### src/hdl/fds_pkg.sv
package fds_pkg;

    localparam int KEY_W = 32;
    localparam int LEN_W = 7;
    localparam int IDX_W = 5;
    localparam int S_TDATA_W = 40;
    localparam int M_TDATA_W = 48;

    // key sits in the low bits so the record packs straight into tdata
    typedef struct packed {
        logic [IDX_W-1:0]        idx;
        logic [LEN_W-1:0]        len;
        logic signed [KEY_W-1:0] key;
    } rec_t;

    localparam int REC_W = $bits(rec_t);

    typedef enum logic [2:0] {
        ST_LOAD,
        ST_FETCH,
        ST_FIRST,
        ST_SCAN,
        ST_EMIT
    } state_t;

    typedef struct packed {
        logic load_wr;
        logic fetch;
        logic first;
        logic issue;
        logic scan;
        logic emit;
    } dp_cmd_t;

    typedef struct packed {
        logic load_last;
        logic i_last;
        logic j_done;
        logic out_full;
    } dp_stat_t;

endpackage

### src/hdl/fds_ctrl.sv
module fds_ctrl (
    input  logic              aclk,
    input  logic              aresetn,
    input  logic              s_tvalid,
    output logic              s_tready,
    input  fds_pkg::dp_stat_t stat,
    output fds_pkg::dp_cmd_t  cmd
);

    fds_pkg::state_t state_reg;
    fds_pkg::state_t state_next;

    always_ff @(posedge aclk) begin
        if (!aresetn) begin
            state_reg <= fds_pkg::ST_LOAD;
        end else begin
            state_reg <= state_next;
        end
    end

    always_comb begin
        state_next = state_reg;
        cmd        = '0;
        s_tready   = 1'b0;
        case (state_reg)
            fds_pkg::ST_LOAD: begin
                s_tready = 1'b1;
                if (s_tvalid) begin
                    cmd.load_wr = 1'b1;
                    if (stat.load_last) begin
                        state_next = fds_pkg::ST_FETCH;
                    end
                end
            end
            fds_pkg::ST_FETCH: begin
                cmd.fetch  = 1'b1;
                state_next = fds_pkg::ST_FIRST;
            end
            fds_pkg::ST_FIRST: begin
                cmd.first = 1'b1;
                if (stat.i_last) begin
                    state_next = fds_pkg::ST_EMIT;
                end else begin
                    cmd.issue  = 1'b1;
                    state_next = fds_pkg::ST_SCAN;
                end
            end
            fds_pkg::ST_SCAN: begin
                cmd.scan = 1'b1;
                if (stat.j_done) begin
                    state_next = fds_pkg::ST_EMIT;
                end else begin
                    cmd.issue = 1'b1;
                end
            end
            fds_pkg::ST_EMIT: begin
                if (!stat.out_full) begin
                    cmd.emit = 1'b1;
                    if (stat.i_last) begin
                        state_next = fds_pkg::ST_LOAD;
                    end else begin
                        state_next = fds_pkg::ST_FETCH;
                    end
                end
            end
            default: begin
                state_next = fds_pkg::ST_LOAD;
            end
        endcase
    end

endmodule

### src/hdl/fds_datapath.sv
module fds_datapath #(
    parameter int ENTRIES = 32
) (
    input  logic                             aclk,
    input  logic                             aresetn,
    input  logic [fds_pkg::S_TDATA_W-1:0]    s_tdata,
    output logic                             m_tvalid,
    input  logic                             m_tready,
    output logic [fds_pkg::M_TDATA_W-1:0]    m_tdata,
    output logic                             m_tlast,
    input  fds_pkg::dp_cmd_t                 cmd,
    output fds_pkg::dp_stat_t                stat
);

    localparam int AW = $clog2(ENTRIES);
    localparam int CW = $clog2(ENTRIES + 1);

    fds_pkg::rec_t mem [ENTRIES];

    logic [CW-1:0]   load_cnt_reg;
    logic [AW-1:0]   i_reg;
    logic [CW-1:0]   j_reg;
    logic [AW-1:0]   rd_addr_reg;
    fds_pkg::rec_t   rd_data_reg;
    fds_pkg::rec_t   cur_reg;
    fds_pkg::rec_t   out_rec_reg;
    logic            out_last_reg;
    logic            m_tvalid_reg;

    logic            less;
    logic            wr_en;
    logic [AW-1:0]   wr_addr;
    fds_pkg::rec_t   wr_rec;
    fds_pkg::rec_t   in_rec;
    logic            rd_en;
    logic [AW-1:0]   rd_addr;

    assign in_rec.key = s_tdata[fds_pkg::KEY_W-1:0];
    assign in_rec.len = s_tdata[fds_pkg::KEY_W+fds_pkg::LEN_W-1:fds_pkg::KEY_W];
    assign in_rec.idx = fds_pkg::IDX_W'(load_cnt_reg);

    assign less    = cur_reg.key < rd_data_reg.key;
    assign wr_en   = cmd.load_wr | (cmd.scan & less);
    assign wr_addr = cmd.load_wr ? load_cnt_reg[AW-1:0] : rd_addr_reg;
    assign wr_rec  = cmd.load_wr ? in_rec : cur_reg;
    assign rd_en   = cmd.fetch | cmd.issue;
    assign rd_addr = cmd.fetch ? i_reg : j_reg[AW-1:0];

    assign stat.load_last = load_cnt_reg == CW'(ENTRIES - 1);
    assign stat.i_last    = i_reg == AW'(ENTRIES - 1);
    assign stat.j_done    = j_reg == CW'(ENTRIES);
    assign stat.out_full  = m_tvalid_reg & ~m_tready;

    assign m_tvalid = m_tvalid_reg;
    assign m_tdata  = {(fds_pkg::M_TDATA_W - fds_pkg::REC_W)'(0), out_rec_reg};
    assign m_tlast  = out_last_reg;

    // record store, one write and one registered read per cycle
    always_ff @(posedge aclk) begin
        if (wr_en) begin
            mem[wr_addr] <= wr_rec;
        end
        if (rd_en) begin
            rd_data_reg <= mem[rd_addr];
            rd_addr_reg <= rd_addr;
        end
    end

    // running winner for the current position
    always_ff @(posedge aclk) begin
        if (cmd.first || (cmd.scan && less)) begin
            cur_reg <= rd_data_reg;
        end
        if (cmd.emit) begin
            out_rec_reg  <= cur_reg;
            out_last_reg <= stat.i_last;
        end
    end

    always_ff @(posedge aclk) begin
        if (!aresetn) begin
            load_cnt_reg <= '0;
            i_reg        <= '0;
            j_reg        <= '0;
            m_tvalid_reg <= 1'b0;
        end else begin
            if (cmd.load_wr) begin
                load_cnt_reg <= stat.load_last ? '0 : load_cnt_reg + CW'(1);
            end
            if (cmd.fetch) begin
                j_reg <= CW'(i_reg) + CW'(1);
            end else if (cmd.issue) begin
                j_reg <= j_reg + CW'(1);
            end
            if (cmd.emit) begin
                i_reg        <= stat.i_last ? '0 : i_reg + AW'(1);
                m_tvalid_reg <= 1'b1;
            end else if (m_tready) begin
                m_tvalid_reg <= 1'b0;
            end
        end
    end

endmodule

### src/hdl/fitness_descending_sorter_core.sv
// sequence: ENTRIES load words at one per cycle while s_tvalid is high, then per
// output position i: fetch, first read, one compare per later entry, emit
// the single read port of the record store sets the one-compare-per-cycle pace
// reset: synchronous active-low aresetn clears the load count, position counters,
// controller state and output valid; record store contents are not cleared
module fitness_descending_sorter_core #(
    parameter int ENTRIES = 32
) (
    input  logic                          aclk,
    input  logic                          aresetn,
    input  logic                          s_tvalid,
    output logic                          s_tready,
    input  logic [fds_pkg::S_TDATA_W-1:0] s_tdata,  // fitness_key, path_length
    output logic                          m_tvalid,
    input  logic                          m_tready,
    output logic [fds_pkg::M_TDATA_W-1:0] m_tdata,  // sorted_key, sorted_length, source_index
    output logic                          m_tlast
);

    fds_pkg::dp_cmd_t  cmd;
    fds_pkg::dp_stat_t stat;

    fds_ctrl u_ctrl (
        .aclk     (aclk),
        .aresetn  (aresetn),
        .s_tvalid (s_tvalid),
        .s_tready (s_tready),
        .stat     (stat),
        .cmd      (cmd)
    );

    fds_datapath #(
        .ENTRIES (ENTRIES)
    ) u_datapath (
        .aclk     (aclk),
        .aresetn  (aresetn),
        .s_tdata  (s_tdata),
        .m_tvalid (m_tvalid),
        .m_tready (m_tready),
        .m_tdata  (m_tdata),
        .m_tlast  (m_tlast),
        .cmd      (cmd),
        .stat     (stat)
    );

endmodule

### config.mk
export PLATFORM = sky130hd
export DESIGN_NAME = fitness_descending_sorter_core
export DESIGN_NICKNAME = d
export VERILOG_FILES = /design/src/hdl/fds_pkg.sv /design/src/hdl/fds_ctrl.sv /design/src/hdl/fds_datapath.sv /design/src/hdl/fitness_descending_sorter_core.sv
export SDC_FILE = /design/constraint.sdc
export NUM_CORES = 2
export LEC_CHECK = 0
export BUFFER_PORTS_ARGS = -buffer_cell sky130_fd_sc_hd__buf_2
export CAP_MARGIN = 25
export CELL_PAD_IN_SITES_DETAIL_PLACEMENT = 1
export CELL_PAD_IN_SITES_GLOBAL_PLACEMENT = 2
export CORE_MARGIN = 5
export CORE_UTILIZATION = 51
export DETAILED_ROUTE_END_ITERATION = 16
export GPL_ROUTABILITY_DRIVEN = 0
export GPL_TIMING_DRIVEN = 1
export PLACE_DENSITY = 0.89
export SYNTH_ARGS = -nofsm -noshare
export SYNTH_HDL_FRONTEND = slang
export SYNTH_SLANG_ARGS = --single-unit
### constraint.sdc
create_clock -name aclk -period 17.2 [get_ports aclk]
set_input_delay 1.72 -clock aclk [delete_from_list [all_inputs] [get_ports aclk]]
set_output_delay 1.72 -clock aclk [all_outputs]
set_load 0.01 [all_outputs]
==> run_results.csv <==
group,metric,value,unit
run_status,outcome,"completed",
floorplan,die_area,126000,um2
synth,synth_top_area_cell,"edfxtp_1",
timing,rsz0062_at_grt,"false",
synth,synth_area_leaders,"edfxtp_1, mux4_2, nand2_1",
critical_path,cp_data_required_time,17.70,ns
critical_path,stage_delay_of_the_slowest_cell_on_the_critical_path,0.88,ns
run,drv.max_cap_violation_count,0,
hold_path,min_path_type,"reg -> reg",
finish,nNetsFinal,3941,
synth,synth_seq_cells,1567,
detailed_routing,dr.first_iter.drc_count,5247,
clocking,cts-hold-fix-buffers,0,
synth,synth_enable_flop_cells,1546,
global_route,global_route.usage.total,0.292,
clocking,tritoncts.num_buffers,159,
clocking,htreeDepth,4,
critical_path,cpMostUsedCell,"buf_4",
finish,largest_register_ff_count,1408,
detailed_routing,route.detailed.wl_per_inst,33.6,um
critical_path,crit_path_top_delay_cell,"buf_4",
synth,synth.top_cell.area_share,0.764,
critical_path,critPathTopFamily,"buffers and inverters",
synth,synth_sequential_area_ratio,0.770,
timing,slew-limit-headroom,0.200,
finish,register_with_the_most_flip_flops,"u_datapath.mem",
floorplan,fp.dieW,355,um
detailed_routing,route.detailed.drc,0,
clocking,clk_pin_slew_worst_paths,0.06,ns
floorplan,initial_utilization,0.514,
finish,mostFrequentLayoutCell,"edfxtp_1",
critical_path,timing.reg2reg.setup_slack,12.07,ns
clocking,cts_tree,"yes",
timing,worst_tran_pin_value,1.20,ns
timing,fmax,195,MHz
detailed_routing,drtPass1Iterations,6,
clocking,cts_max_path_buffers,3,
clocking,clock_latency,0.79,ns
synth,post_synth_num_cell_types,57,
critical_path,cell_chain_of_the_critical_path,"nor3b_4, mux2i_4, inv_8, buf_4, buf_4, mux4_2, a22oi_1, o211ai_1",
timing,timing.final.crit_share,0.298,
power,max-vdd-ir-drop,0.0939,mV
critical_path,worstPathArrival,5.62,ns
synth,postSynth.topFlopCell,"edfxtp_1",
finish,fin_cells,5526,
synth,yosys_warnings,0,
placement,place_inst,5226,
finish,area_growth,13.0,%
power,power-per-cell-area,113,nW/um2
global_route,grt_start_max_net_pins,175,
timing,setup_viol,0,
clocking,post_cts.resized_instances,0,
synth,postSynthAreaPerCell,16.4,um2
clocking,clkSinkCount,1567,
global_route,first_global_vias,38300,
synth,cell_count_after_synthesis,3698,
finish,drive_above_1_share,0.166,
global_route,grt_overflow_total,0,
finish,n_fill_cell,10600,
placement,io_buffers,89,
critical_path,end_kind,"flop",
floorplan,ios,95,
critical_path,cp_num_buf_inv,3,
critical_path,timing_worst_setup_path_type,"reg -> reg",
synth,syn_area,60800,um2
timing,finalHoldViolations,0,
critical_path,worst-path-max-fanout,116,
global_route,grt_pass1_wl,266000,um
timing,final_worst_path_period_need,5.13,ns
timing,timing_max_transition_violations_final,0,
detailed_routing,finalWirelength,186000,um
floorplan,die_h,355,um
timing,fin_setup_tns,0,ns
power,leakage,22.5,nW
clocking,cts_setup_buffers,0,
synth,ys_async_sr_fraction,0,
placement,dpl.hpwl,98700,um
clocking,ctsRootBufferMaster,"clkbuf_16",
finish,mostFrequentLayoutCells,"edfxtp_1, nand2_1, nand3_1, mux4_2, clkbuf_16",
floorplan,row_count,126,
global_route,grt_antenna_before_repair,3,
detailed_routing,routed_via_density,6.61,
detailed_routing,ant_nets,0,
detailed_routing,via_total_after_detailed_routing,36600,
floorplan,core_area,118000,um2
timing,finClkSkew,0.0417,ns
critical_path,crit_path_start_kind,"flop",
[final timing paths]
check | cells after the start | from | to
worst max-delay path | 8 | u_ctrl.state_reg[0]$_SDFFE_PN0P_ | u_datapath.rd_data_reg[35]$_DFFE_PP_
worst min-delay path | 0 | u_datapath.rd_data_reg[39]$_DFFE_PP_ | u_datapath.cur_reg[39]$_DFFE_PP_
worst max register to register | 8 | u_ctrl.state_reg[0]$_SDFFE_PN0P_ | u_datapath.rd_data_reg[35]$_DFFE_PP_
worst min register to register | 0 | u_datapath.rd_data_reg[39]$_DFFE_PP_ | u_datapath.cur_reg[39]$_DFFE_PP_
[per-layer routing]
metal	routed length, um	global-route usage
met5	0	0
met4	8530	0.131
met3	18400	0.0557
met2	90000	0.473
met1	69000	0.389
[power breakdown]
group	internal [W]	switching, W	total, W
clock network	0.00191	0.00148	0.00339
logic	0.0000298	0.000111	0.000141
registers	0.00423	0.00000684	0.00424
[final cells by class]
cell class                 instances  area [um2]  area share
clock inverter                    87         797      0.0116
inverter                          40         168     0.00244
clock buffer                     201        4220      0.0614
sequential                      1567       46800       0.682
tap                             1536        1920      0.0280
timing repair buffer             211        1610      0.0235
antenna                            1        2.50   0.0000364
multi-input combinational       1883       13100       0.191
[stage by stage]
stage / setup slack, ns / utilization / total power [W] / area (um2) / hold slack (ns)
floorplan: 11.15 / - / 0.00438 / 60800 / 0.400
global placement: 11.94 / 0.536 / 0.00443 / 63300 / 0.403
detailed placement: 11.85 / 0.536 / 0.00444 / 63400 / 0.407
CTS: 11.76 / 0.578 / 0.00779 / 68400 / 0.422
global route: 11.72 / 0.581 / 0.00800 / 68700 / 0.424
finish: 12.07 / 0.581 / 0.00777 / 68700 / 0.417
[cell families (layout without fill, tap and decap cells)]
kind of cell    after synthesis  in the layout  synth area share
simple gates               1199           1199            0.0831
flops                      1567           1567             0.770
xor+xnor                      9              9           0.00130
fa+ha+maj                    35             35           0.00720
mux                         186            186            0.0671
other cells                   1              5         0.0000617
buf+inv                     251            539            0.0182
compound gates              450            450            0.0526
[synthesized netlist by cell type (all sizes together), types with 35 or more instances]
master and n:
o211ai 44, nand2 871, nor3 45, edfxtp 1546, and3 46, a32oi 44
a31oi 138, ha 35, nand3 179, a211oi 46, inv 39, a22oi 88
mux4 176, a21o 45, buf 102, clkbuf 109
(Power assumes the default switching activity.)
